==> config.mk <==
export PLATFORM = sky130hd
export DESIGN_NAME = gdb_ctrl
export DESIGN_NICKNAME = d
export VERILOG_FILES = /design/src/hdl/gdb_pkg.sv /design/src/hdl/gdb_ctrl.sv
export SDC_FILE = /design/constraint.sdc
export NUM_CORES = 1
export LEC_CHECK = 0
export BUFFER_PORTS_ARGS = -buffer_cell sky130_fd_sc_hd__buf_4
export CAP_MARGIN = 25
export CORE_ASPECT_RATIO = 1.4
export CORE_UTILIZATION = 47
export DETAILED_ROUTE_END_ITERATION = 10
export GPL_TIMING_DRIVEN = 0
export PLACE_DENSITY = 0.81
export SYNTH_ARGS = -nofsm -noshare
export SYNTH_HDL_FRONTEND = slang
export SYNTH_SLANG_ARGS = --single-unit
==> constraint.sdc <==
create_clock -name clk_i -period 6.8 [get_ports clk_i]
set_input_delay 0.68 -clock clk_i [delete_from_list [all_inputs] [get_ports clk_i]]
set_output_delay 0.68 -clock clk_i [all_outputs]
set_load 0.01 [all_outputs]
==> src/hdl/gdb_pkg.sv <==
// Shared types and codes of the graph walk engine.
package gdb_pkg;

  localparam int VTX_W  = 6;   // vertex field width
  localparam int PTR_W  = 13;  // widest slot pointer (slot index plus end-of-list bit)
  localparam int MARK_W = 2;
  localparam int VCNT_W = 7;

  localparam logic [2:0] MODE_DIRECTED   = 3'd0;
  localparam logic [2:0] MODE_UNDIRECTED = 3'd1;
  localparam logic [2:0] MODE_CLEAR      = 3'd2;
  localparam logic [2:0] MODE_WALK       = 3'd3;
  localparam logic [2:0] MODE_BIPARTITE  = 3'd4;

  typedef enum logic [2:0] {
    KIND_ADDED     = 3'd0,
    KIND_REJECTED  = 3'd1,
    KIND_CLEARED   = 3'd2,
    KIND_VISITED   = 3'd3,
    KIND_BIPARTITE = 3'd4,
    KIND_BAD_START = 3'd5
  } kind_e;

  typedef struct packed {
    logic [VTX_W-1:0]  head_addr;
    logic              head_wr;
    logic [PTR_W-1:0]  head_wdata;
    logic              graph_clr;
    logic [VTX_W-1:0]  tail_addr;
    logic              tail_wr;
    logic [PTR_W-1:0]  tail_wdata;
    logic [PTR_W-1:0]  slot_addr;
    logic              tgt_wr;
    logic [VTX_W-1:0]  tgt_wdata;
    logic              nxt_wr;
    logic [PTR_W-1:0]  nxt_wdata;
    logic [VTX_W-1:0]  mark_addr;
    logic              mark_wr;
    logic              mark_clr;
    logic [MARK_W-1:0] mark_wdata;
    logic [VTX_W-1:0]  stk_addr;
    logic              stk_wr;
    logic [PTR_W-1:0]  stk_wdata;
    logic              slots_inc;
    logic              count_inc;
  } cmd_t;

  typedef struct packed {
    logic [PTR_W-1:0]  head_data;
    logic [PTR_W-1:0]  tail_data;
    logic [VTX_W-1:0]  tgt_data;
    logic [PTR_W-1:0]  nxt_data;
    logic [MARK_W-1:0] mark_data;
    logic [PTR_W-1:0]  stk_data;
    logic [PTR_W-1:0]  slots;
    logic [VCNT_W-1:0] vcount;
  } status_t;

endpackage

==> src/hdl/gdb_ctrl.sv <==
// Controller: sequencer for edge append, depth walk and two-colouring.
module gdb_ctrl #(
  parameter int MAX_VERTICES   = 64,
  parameter int MAX_EDGE_SLOTS = 256
) (
  input  logic              clk_i,
  input  logic              rst_ni,
  input  logic              start_i,
  input  logic [2:0]        mode_i,
  input  logic [5:0]        from_vertex_i,
  input  logic [5:0]        to_vertex_i,
  input  gdb_pkg::status_t  status_i,
  output gdb_pkg::cmd_t     cmd_o,
  output logic              busy_o,
  output logic              valid_o,
  output logic [2:0]        kind_o,
  output logic [5:0]        vertex_o,
  output logic              is_bipartite_o,
  output logic              last_o
);

  localparam int VW   = $clog2(MAX_VERTICES);
  localparam int PW   = $clog2(MAX_EDGE_SLOTS) + 1;
  localparam int PtrW = gdb_pkg::PTR_W;
  localparam logic [PW-1:0] Nil = PW'(MAX_EDGE_SLOTS);

  typedef enum logic [3:0] {
    S_IDLE, S_A1, S_A2, S_W_HEAD, S_W_STEP, S_W_POP, S_W_EDGE, S_W_MARK,
    S_B_V, S_B_VH, S_B_P, S_B_E, S_B_T, S_B_F, S_B_FC
  } state_e;

  state_e        state_q, state_d;
  logic [VW:0]   sp_q, sp_d;
  logic [6:0]    v_q, v_d;
  logic [PW-1:0] p_q, p_d;
  logic [5:0]    t_q, t_d, a_q, a_d, b_q, b_d, pend_q, pend_d;
  logic [1:0]    mv_q, mv_d;
  logic          ok_q, ok_d, chg_q, chg_d, undir_q, undir_d, ph_q, ph_d;
  logic          valid_q, valid_d, bip_q, bip_d, last_q, last_d;
  gdb_pkg::kind_e kind_q, kind_d;
  logic [5:0]    vtx_q, vtx_d;

  logic [6:0]    vcnt;
  logic [PW-1:0] slots, head_p, nxt_p, stk_p;
  logic [PW:0]   room;
  logic [5:0]    src, dst, tgt;

  assign vcnt   = status_i.vcount;
  assign slots  = status_i.slots[PW-1:0];
  assign head_p = status_i.head_data[PW-1:0];
  assign nxt_p  = status_i.nxt_data[PW-1:0];
  assign stk_p  = status_i.stk_data[PW-1:0];
  assign tgt    = status_i.tgt_data;
  assign src    = ph_q ? b_q : a_q;
  assign dst    = ph_q ? a_q : b_q;
  assign room   = {1'b0, slots} + ((mode_i == gdb_pkg::MODE_UNDIRECTED) ? (PW+1)'(2)
                                                                         : (PW+1)'(1));

  always_comb begin
    state_d = state_q; sp_d = sp_q; v_d = v_q; p_d = p_q; t_d = t_q;
    a_d = a_q; b_d = b_q; pend_d = pend_q; mv_d = mv_q; ok_d = ok_q;
    chg_d = chg_q; undir_d = undir_q; ph_d = ph_q;
    valid_d = 1'b0; kind_d = kind_q; vtx_d = 6'd0; bip_d = 1'b0; last_d = 1'b0;
    cmd_o = '0;

    unique case (state_q)
      S_IDLE: begin
        if (start_i) begin
          unique case (mode_i)
            gdb_pkg::MODE_DIRECTED, gdb_pkg::MODE_UNDIRECTED: begin
              if ({1'b0, from_vertex_i} >= vcnt || {1'b0, to_vertex_i} >= vcnt ||
                  room > (PW+1)'(MAX_EDGE_SLOTS)) begin
                valid_d = 1'b1; kind_d = gdb_pkg::KIND_REJECTED; last_d = 1'b1;
              end else begin
                a_d = from_vertex_i; b_d = to_vertex_i; ph_d = 1'b0;
                undir_d = (mode_i == gdb_pkg::MODE_UNDIRECTED);
                state_d = S_A1;
              end
            end
            gdb_pkg::MODE_CLEAR: begin
              cmd_o.graph_clr = 1'b1;
              valid_d = 1'b1; kind_d = gdb_pkg::KIND_CLEARED; last_d = 1'b1;
            end
            gdb_pkg::MODE_WALK: begin
              if ({1'b0, from_vertex_i} >= vcnt) begin
                valid_d = 1'b1; kind_d = gdb_pkg::KIND_BAD_START; last_d = 1'b1;
              end else begin
                cmd_o.mark_clr   = 1'b1;
                cmd_o.mark_wr    = 1'b1;
                cmd_o.mark_addr  = from_vertex_i;
                cmd_o.mark_wdata = 2'd1;
                cmd_o.head_addr  = from_vertex_i;
                pend_d  = from_vertex_i;
                sp_d    = (VW+1)'(1);
                state_d = S_W_HEAD;
              end
            end
            gdb_pkg::MODE_BIPARTITE: begin
              cmd_o.mark_clr = 1'b1;
              ok_d = 1'b1; chg_d = 1'b0; v_d = 7'd0;
              state_d = S_B_V;
            end
            default: ;
          endcase
        end
      end
      // append: write slot, fetch head and tail of the source list
      S_A1: begin
        cmd_o.head_addr = src;
        cmd_o.tail_addr = src;
        cmd_o.slot_addr = PtrW'(slots);
        cmd_o.tgt_wr    = 1'b1;
        cmd_o.tgt_wdata = dst;
        cmd_o.nxt_wr    = 1'b1;
        cmd_o.nxt_wdata = PtrW'(Nil);
        state_d = S_A2;
      end
      // append: link slot to list
      S_A2: begin
        cmd_o.head_addr = src;
        cmd_o.tail_addr = src;
        if (head_p >= Nil) begin
          cmd_o.head_wr    = 1'b1;
          cmd_o.head_wdata = PtrW'(slots);
        end else begin
          cmd_o.slot_addr = status_i.tail_data;
          cmd_o.nxt_wr    = 1'b1;
          cmd_o.nxt_wdata = PtrW'(slots);
        end
        cmd_o.tail_wr    = 1'b1;
        cmd_o.tail_wdata = PtrW'(slots);
        cmd_o.slots_inc  = 1'b1;
        if (undir_q && !ph_q) begin
          ph_d = 1'b1; state_d = S_A1;
        end else begin
          cmd_o.count_inc = 1'b1;
          valid_d = 1'b1; kind_d = gdb_pkg::KIND_ADDED; last_d = 1'b1;
          state_d = S_IDLE;
        end
      end
      S_W_HEAD: begin
        p_d = head_p; state_d = S_W_STEP;
      end
      S_W_STEP: begin
        if (p_q >= Nil) begin
          if (sp_q == (VW+1)'(1)) begin
            valid_d = 1'b1; kind_d = gdb_pkg::KIND_VISITED; vtx_d = pend_q; last_d = 1'b1;
            state_d = S_IDLE;
          end else begin
            cmd_o.stk_addr = 6'(sp_q - (VW+1)'(2));
            sp_d    = sp_q - (VW+1)'(1);
            state_d = S_W_POP;
          end
        end else begin
          cmd_o.slot_addr = PtrW'(p_q);
          state_d = S_W_EDGE;
        end
      end
      S_W_POP: begin
        p_d = stk_p; state_d = S_W_STEP;
      end
      S_W_EDGE: begin
        p_d = nxt_p;
        if ({1'b0, tgt} >= vcnt) begin
          state_d = S_W_STEP;
        end else begin
          cmd_o.mark_addr = tgt; t_d = tgt; state_d = S_W_MARK;
        end
      end
      S_W_MARK: begin
        if (status_i.mark_data == 2'd0 && sp_q < (VW+1)'(MAX_VERTICES)) begin
          cmd_o.mark_addr  = t_q;
          cmd_o.mark_wr    = 1'b1;
          cmd_o.mark_wdata = 2'd1;
          cmd_o.stk_addr   = 6'(sp_q - (VW+1)'(1));
          cmd_o.stk_wr     = 1'b1;
          cmd_o.stk_wdata  = PtrW'(p_q);
          cmd_o.head_addr  = t_q;
          valid_d = 1'b1; kind_d = gdb_pkg::KIND_VISITED; vtx_d = pend_q;
          pend_d  = t_q;
          sp_d    = sp_q + (VW+1)'(1);
          state_d = S_W_HEAD;
        end else begin
          state_d = S_W_STEP;
        end
      end
      S_B_V: begin
        if (v_q == vcnt) begin
          v_d = 7'd0;
          if (!chg_q) state_d = S_B_F;
          else chg_d = 1'b0;
        end else begin
          cmd_o.head_addr = 6'(v_q);
          cmd_o.mark_addr = 6'(v_q);
          state_d = S_B_VH;
        end
      end
      S_B_VH: begin
        p_d = head_p; mv_d = status_i.mark_data; state_d = S_B_P;
      end
      S_B_P: begin
        if (p_q >= Nil) begin
          v_d = v_q + 7'd1; state_d = S_B_V;
        end else begin
          cmd_o.slot_addr = PtrW'(p_q); state_d = S_B_E;
        end
      end
      S_B_E: begin
        p_d = nxt_p;
        if ({1'b0, tgt} >= vcnt) begin
          state_d = S_B_P;
        end else begin
          cmd_o.mark_addr = tgt; t_d = tgt; state_d = S_B_T;
        end
      end
      // colour propagation across one edge
      S_B_T: begin
        state_d = S_B_P;
        priority if (mv_q != 2'd0 && status_i.mark_data != 2'd0) begin
          if (mv_q == status_i.mark_data) ok_d = 1'b0;
        end else if (mv_q != 2'd0) begin
          cmd_o.mark_addr  = t_q;
          cmd_o.mark_wr    = 1'b1;
          cmd_o.mark_wdata = 2'd3 - mv_q;
          chg_d = 1'b1;
        end else if (status_i.mark_data != 2'd0) begin
          cmd_o.mark_addr  = 6'(v_q);
          cmd_o.mark_wr    = 1'b1;
          cmd_o.mark_wdata = 2'd3 - status_i.mark_data;
          mv_d  = 2'd3 - status_i.mark_data;
          chg_d = 1'b1;
        end else begin
        end
      end
      S_B_F: begin
        if (v_q == vcnt) begin
          valid_d = 1'b1; kind_d = gdb_pkg::KIND_BIPARTITE; bip_d = ok_q; last_d = 1'b1;
          state_d = S_IDLE;
        end else begin
          cmd_o.mark_addr = 6'(v_q); state_d = S_B_FC;
        end
      end
      S_B_FC: begin
        if (status_i.mark_data == 2'd0) begin
          cmd_o.mark_addr  = 6'(v_q);
          cmd_o.mark_wr    = 1'b1;
          cmd_o.mark_wdata = 2'd1;
          chg_d = 1'b0; v_d = 7'd0;
          state_d = S_B_V;
        end else begin
          v_d = v_q + 7'd1; state_d = S_B_F;
        end
      end
      default: state_d = S_IDLE;
    endcase
  end

  always_ff @(posedge clk_i or negedge rst_ni) begin
    if (!rst_ni) begin
      state_q <= S_IDLE;
      valid_q <= 1'b0;
      kind_q  <= gdb_pkg::KIND_ADDED;
      vtx_q   <= '0;
      bip_q   <= 1'b0;
      last_q  <= 1'b0;
      sp_q    <= '0;
      v_q     <= '0;
      ph_q    <= 1'b0;
      undir_q <= 1'b0;
      ok_q    <= 1'b0;
      chg_q   <= 1'b0;
    end else begin
      state_q <= state_d;
      valid_q <= valid_d;
      kind_q  <= kind_d;
      vtx_q   <= vtx_d;
      bip_q   <= bip_d;
      last_q  <= last_d;
      sp_q    <= sp_d;
      v_q     <= v_d;
      ph_q    <= ph_d;
      undir_q <= undir_d;
      ok_q    <= ok_d;
      chg_q   <= chg_d;
    end
  end

  always_ff @(posedge clk_i) begin
    p_q    <= p_d;
    t_q    <= t_d;
    a_q    <= a_d;
    b_q    <= b_d;
    pend_q <= pend_d;
    mv_q   <= mv_d;
  end

  assign busy_o         = (state_q != S_IDLE);
  assign valid_o        = valid_q;
  assign kind_o         = kind_q;
  assign vertex_o       = vtx_q;
  assign is_bipartite_o = bip_q;
  assign last_o         = last_q;

endmodule

==> results of run 1 <==
metrics by stage:
| stage | std cells | hold slack, ps | util [%] | area, µm² | worst slack, ps |
|---|---|---|---|---|---|
| floorplan | 658 | 384.4 | - | 5570 | 2858 |
| global placement | 983 | 429.6 | 62.38 | 7109 | 2256 |
| detailed placement | 985 | 432.9 | 62.55 | 7128 | 2876 |
| CTS | 1001 | 291.5 | 65.23 | 7433 | 2507 |
| global route | 1001 | 315.5 | 65.23 | 7433 | 2213 |
| finish | 1001 | 277.7 | 65.23 | 7433 | 2480 |
per-layer routing:
metal | vias up | wire length, µm | global-route usage (%)
met5 | - | 0 | 0
met4 | 0 | 642 | 13.48
met3 | 52 | 1464 | 4.254
met2 | 346 | 9780 | 55.36
met1 | 2763 | 7467 | 39.63
li1 | 2720 | - | -
power by group through the flow:
| stage | Clock (W) | Combinational [W] | Sequential [W] |
|---|---|---|---|
| after CTS | 0.000487 | 0.000934 | 0.000611 |
| after global placement | 0 | 0.000911 | 0.000613 |
| after floorplan | 0 | 0.000617 | 0.000597 |
| after global routing | 0.000506 | 0.00103 | 0.000623 |
| after detailed placement | 0 | 0.000929 | 0.000619 |
| final | 0.000484 | 0.000946 | 0.000615 |
cell usage after synthesis (8+ instances only):
library cell	count
a31oi_1	9
edfxtp_1	35
nor2_1	55
buf_4	21
mux2i_1	15
and3_1	15
dfrtp_1	34
a222oi_1	8
a22oi_1	22
inv_1	29
nand2b_1	8
a211oi_1	8
a21oi_1	43
nand2_1	81
and2_1	41
o31ai_1	9
nand3_1	16
ha_1	29
xor2_1	12
clkbuf_1	27
nor3_1	15
o21ai_0	15
cell families (layout without fill, tap and decap cells):
group / count (synthesis) / after routing / synth area share, %
mux: 20 / 20 / 3.948
compound gates: 155 / 155 / 20.10
buf+inv: 84 / 283 / 7.397
simple gates: 266 / 266 / 24.19
fa+ha+maj: 30 / 30 / 6.944
other cells: 1 / 16 / 0.06801
flops: 69 / 69 / 34.49
xor+xnor: 18 / 18 / 2.859
registers in the layout, summed over array words and instances (netlist names), 2 cells and up:
name	cells
p_q	9
sp_q	7
v_q	7
a_q	6
b_q	6
pend_q	6
t_q	6
vertex_o	6
state_q	4
kind_o	3
mv_q	2
worst max-delay path, delay by kind of cell (launching register included):
family                 cells  cell delay (ps)
AOI/OAI and AO/OA          1               90
buffers and inverters      5             1180
DFF                        1              350
and+or+nand+nor            6             1680
path summary, 6_finish.rpt:
kind | from | endpoint | slack [ps] | cells past startpoint
setup / recovery | state_q[3]$_DFFE_PN0P_ | cmd_o[22] | 2480 | 12
hold / removal | rst_ni | sp_q[2]$_DFFE_PN0P_ | 280 | 1
setup reg to reg | state_q[3]$_DFFE_PN0P_ | pend_q[1]$_DFFE_PP_ | 3520 | 9
hold reg to reg | pend_q[4]$_DFFE_PP_ | vertex_o[4]$_DFF_PN0_ | 450 | 1
max in group asynchronous | rst_ni | v_q[0]$_DFFE_PN0P_ | 6190 | 1
min in group clk_i | pend_q[4]$_DFFE_PP_ | vertex_o[4]$_DFF_PN0_ | 450 | 1
layout make-up:
type / instances / area (µm²) / area share (%)
Tap cell: 144 / 180.2 / 2.424
Clock inverter: 7 / 80.08 / 1.077
Timing Repair Buffer: 183 / 1371 / 18.45
Multi-Input combinational cell: 505 / 3267 / 43.95
Inverter: 30 / 112.6 / 1.515
Clock buffer: 9 / 225.2 / 3.030
Buffer: 54 / 295.3 / 3.972
Sequential cell: 69 / 1902 / 25.58
==> results.cfg, run 1 <==
[outcome]
status = completed

[power]
power.share.sequential_pct = 30.1
pwr-share-comb_pct = 46.3
cellPowerDensity_nw_per_um2 = 275.1
switchingPower_w = 0.0008455
fin_total_pwr_w = 0.002045
cellLeakagePower_nw = 3.614
vdd_ir_drop_max_mv = 0.1465
clockPowerShare_pct = 23.7
p_int_w = 0.001200
p_sw_share_pct = 41.34

[min_path]
hp-class = in -> async

[timing]
finalMaxSlewViolations = 0
setup-tns-final_ps = 0
worst_pin_slew_ps = 820.6
finalCritPeriodShare_pct = 63.53
rsz0062_at_grt = no
clock.fmax_ghz = 0.2315
relSlewSlack_pct = 44.87
clock_skew_ps = 9.430
fin_crit_ps = 4320
setup_violations = 0
finalHoldViolCount = 0

[grt]
antenna_found_initial = 0
grt_pass1_wl_mm = 29.53
grt_max_degree = 35
gr-total-overflow = 0
grtUsageTotal_pct = 31.88
grt_pass1_vias = 5640

[detailed_routing]
drtIter0Drc = 535
wl_per_cell_um = 19.33
via_per_inst = 5.875
totalWireLength_mm = 19.35
antenna_left = 0
vias = 5881
drc_errors = 0
dr.pass1.iters = 7

[place]
io_buffer_count = 181
hpwl_mm = 15.33
routabilityCongestion = 0.9368

[clocking]
clk_pin_slew_ps = 60
h-tree-depth = 3
cts-resized-gates = 0
cts_root_buf = clkbuf_16
clock_path_buffers = 2
worstSkewPairLatency_ps = 340
cts-buffers-inserted = 9
hold_buffers = 0
cts_tree = yes
post-cts-setup-buffers = 0
clock_sinks = 69

[finish]
antenna_cells = 0
final_common_cell = buf_4
syn2layout_area_growth_pct = 34.81
final_nets = 980
drive_gt1_share_pct = 28.82
fill_cells = 1022
final_cell_mix = 203 x buf_4, 81 x nand2_1, 55 x nor2_1

[critical_path]
path_cells = buf_2, or2_2, clkbuf_1, nor3_2, inv_1, nor2_1, and3_1, clkbuf_1, nand2b_1, nor2_1, o31ai_1, buf_4
cp-end-kind = output pin
worstSetupPathType = reg -> out
cp-start-kind = register
cpMaxStageDelayCell = nor3_2
crit_fanout = 9
crit_arrival_ps = 3640
required_ps = 6120
max_stage_delay_ps = 530

[yosys]
synth_edf_count = 35
synth-seq-area-share_pct = 34.49
synthTopCellsByArea = edfxtp_1 19%, dfrtp_1 15%, ha_1 6.6%, nand2_1 5.5%, and2_1 4.7%
avgSynthCellArea_um2 = 8.575
syn_inst = 643
yosys.area.top_type = edfxtp_1
synth_top_area_share_pct = 19.06
synthArstFlopShare_pct = 49.28
synth_ff_type = edfxtp_1
synth_area_um2 = 5514
yosys_warnings = 0
ys_ff_latch = 69
yosysUniqueCellTypes = 71

[die]
std_cell_rows = 46
die_h_um = 130.2
core_um2 = 11400
initial_core_util_pct = 48.39
die_area_um2 = 12180
io_pins = 218
dieWidth_um = 93.54

[job]
drv_cap = 0
Power figures use the tool's default switching activity.
==> run 2: changes to the inputs <==
Settings changed: CORE_UTILIZATION 47 to 45.
Clock period 6.8 ns to 3.7 ns, I/O delays scaled along.
==> results.cfg, run 2 (synthesis gave the netlist of run 1 again) <==
[outcome]
status = completed

[detailed_routing]
wl_per_cell_um = 18.17
dr.pass1.iters = 8
vias = 5915
via_per_inst = 5.897
drc_errors = 0
totalWireLength_mm = 18.23
antenna_left = 0
drtIter0Drc = 558

[finish]
final_nets = 979
final_cell_mix = 204 x buf_4, 81 x nand2_1, 55 x nor2_1
final_common_cell = buf_4
reg_top3 = p_q x9, sp_q x7, v_q x7
largest_register_ffs = 9
antenna_cells = 0
drive_gt1_share_pct = 28.50
fill_cells = 1059
top_register = p_q
syn2layout_area_growth_pct = 34.33

[clocking]
clk_pin_slew_ps = 60
clock_path_buffers = 2
worstSkewPairLatency_ps = 350
cts_tree = yes
h-tree-depth = 3
cts-buffers-inserted = 9
clock_sinks = 69
cts_root_buf = clkbuf_16

[grt]
grt_max_degree = 35
grtUsageTotal_pct = 28.69
grt_pass1_wl_mm = 27.64
gr-total-overflow = 0
grt_pass1_vias = 5551
antenna_found_initial = 0

[critical_path]
required_ps = 3330
r2r_setup_slack_ps = 720
crit_fanout = 10
cp-start-kind = register
r2r-start = state_q[3]$_DFFE_PN0P_
r2r_cells = 8
cp-end-kind = output pin
crit_arrival_ps = 3100
worstSetupPathType = reg -> out
rr_endpoint = b_q[1]$_DFFE_PP_

[die]
std_cell_rows = 47
initial_core_util_pct = 46.42
dieWidth_um = 95.56
core_um2 = 11880
io_pins = 218
die_area_um2 = 12710
die_h_um = 133.0

[timing]
relSlewSlack_pct = 26.73
finalHoldViolCount = 0
fin_crit_ps = 3470
worst_pin_slew_ps = 1091
clock.fmax_ghz = 0.2882
finalMaxSlewViolations = 0
setup_ws_ps = 230.4
rsz0062_at_grt = no
setup_violations = 0
clock_skew_ps = 7.037
finalCritPeriodShare_pct = 93.77

[min_path]
holdPathEnd = b_q[0]$_DFFE_PP_
worstHoldStart = to_vertex_i[0]
hold-path-cell-count = 1
hp-class = in -> reg

[power]
power.share.sequential_pct = 30.8
switchingPower_w = 0.001520
p_sw_share_pct = 41.70
clockPowerShare_pct = 21.3
cellLeakagePower_nw = 3.597
pwr-share-comb_pct = 47.8
vdd_ir_drop_max_mv = 0.2897
cellPowerDensity_nw_per_um2 = 492.2
p_int_w = 0.002125
fin_total_pwr_w = 0.003646

[place]
routabilityCongestion = 0.9471
io_buffer_count = 181
hpwl_mm = 13.96
dp_worst_setup_slack_ps = -65.96

[job]
drv_cap = 0
==> run 2: metal layers <==
| metal | share of wire [%] | routed length (µm) | vias up | global-route usage, % |
|---|---|---|---|---|
| met4 | 4.2 | 760 | 0 | 13.60 |
| met1 | 35 | 6418 | 2718 | 31.41 |
| met5 | 0 | 0 | - | 0 |
| met3 | 9.7 | 1765 | 80 | 5.575 |
| met2 | 51 | 9281 | 395 | 51.67 |
| li1 | - | - | 2722 | - |
==> run 2: power by group through the flow <==
stage,clock (W),sequential (W),combinational [W]
after floorplan,0,0.00110,0.00113
after global placement,0,0.00113,0.00168
after detailed placement,0,0.00113,0.00169
after CTS,0.000783,0.00112,0.00172
after global routing,0.000813,0.00114,0.00190
final,0.000777,0.00112,0.00174
==> run 2: worst max-delay path by stage <==
stage / from / end / slack, ps
3_5_place_dp: state_q[3]$_DFFE_PN0P_ / cmd_o[22] / -70
4_1_cts: state_q[3]$_DFFE_PN0P_ / cmd_o[22] / 90
5_1_grt: state_q[3]$_DFFE_PN0P_ / cmd_o[22] / 9
2_1_floorplan: mode_i[2] / a_q[0]$_DFFE_PP_ / 70
3_3_place_gp: mode_i[1] / a_q[1]$_DFFE_PP_ / -820
6_report: state_q[0]$_DFFE_PN0P_ / cmd_o[101] / 230
==> run 2: area by class of cell <==
cell class	count	area [µm²]	share of cell area [%]
Sequential cell	69	1902	25.68
Inverter	30	112.6	1.520
Clock buffer	12	236.5	3.193
Tap cell	147	183.9	2.483
Clock inverter	4	25.02	0.3378
Multi-Input combinational cell	505	3276	44.22
Timing Repair Buffer	184	1384	18.68
Buffer	52	287.8	3.885
==> run 2: critical path, stage by stage (launching register included) <==
cell and delay [ps]:
dfrtp_1 320, clkbuf_1 330, clkinv_1 350, nand2_1 400, nor2_1 170, nor2_1 580
nor2_1 190, a21oi_1 190, nand2_1 80, buf_4 150
==> run 2: repair_timing <==
action                     4_1_cts  5_1_grt
hold buffers                     1        0
pin swaps                        1        0
resized for setup                2        0
gates cloned                     0        0
setup buffers                    1        0
hold endpoints to repair        20        0
setup endpoints to repair       14        8
==> run 2: stage by stage <==
stage | utilization (%) | hold WS, ps | cell area, µm² | instances | TNS (ps)
2_1_floorplan | - | 74.41 | 5570 | 658 | 0
3_3_place_gp | 59.88 | 351.9 | 7113 | 986 | -9911
3_5_place_dp | 60.00 | 356.1 | 7127 | 987 | -69.35
4_1_cts | 62.42 | 216.5 | 7415 | 1005 | 0
5_1_grt | 62.36 | 223.6 | 7407 | 1003 | 0
6_report | 62.36 | 221.1 | 7407 | 1003 | 0
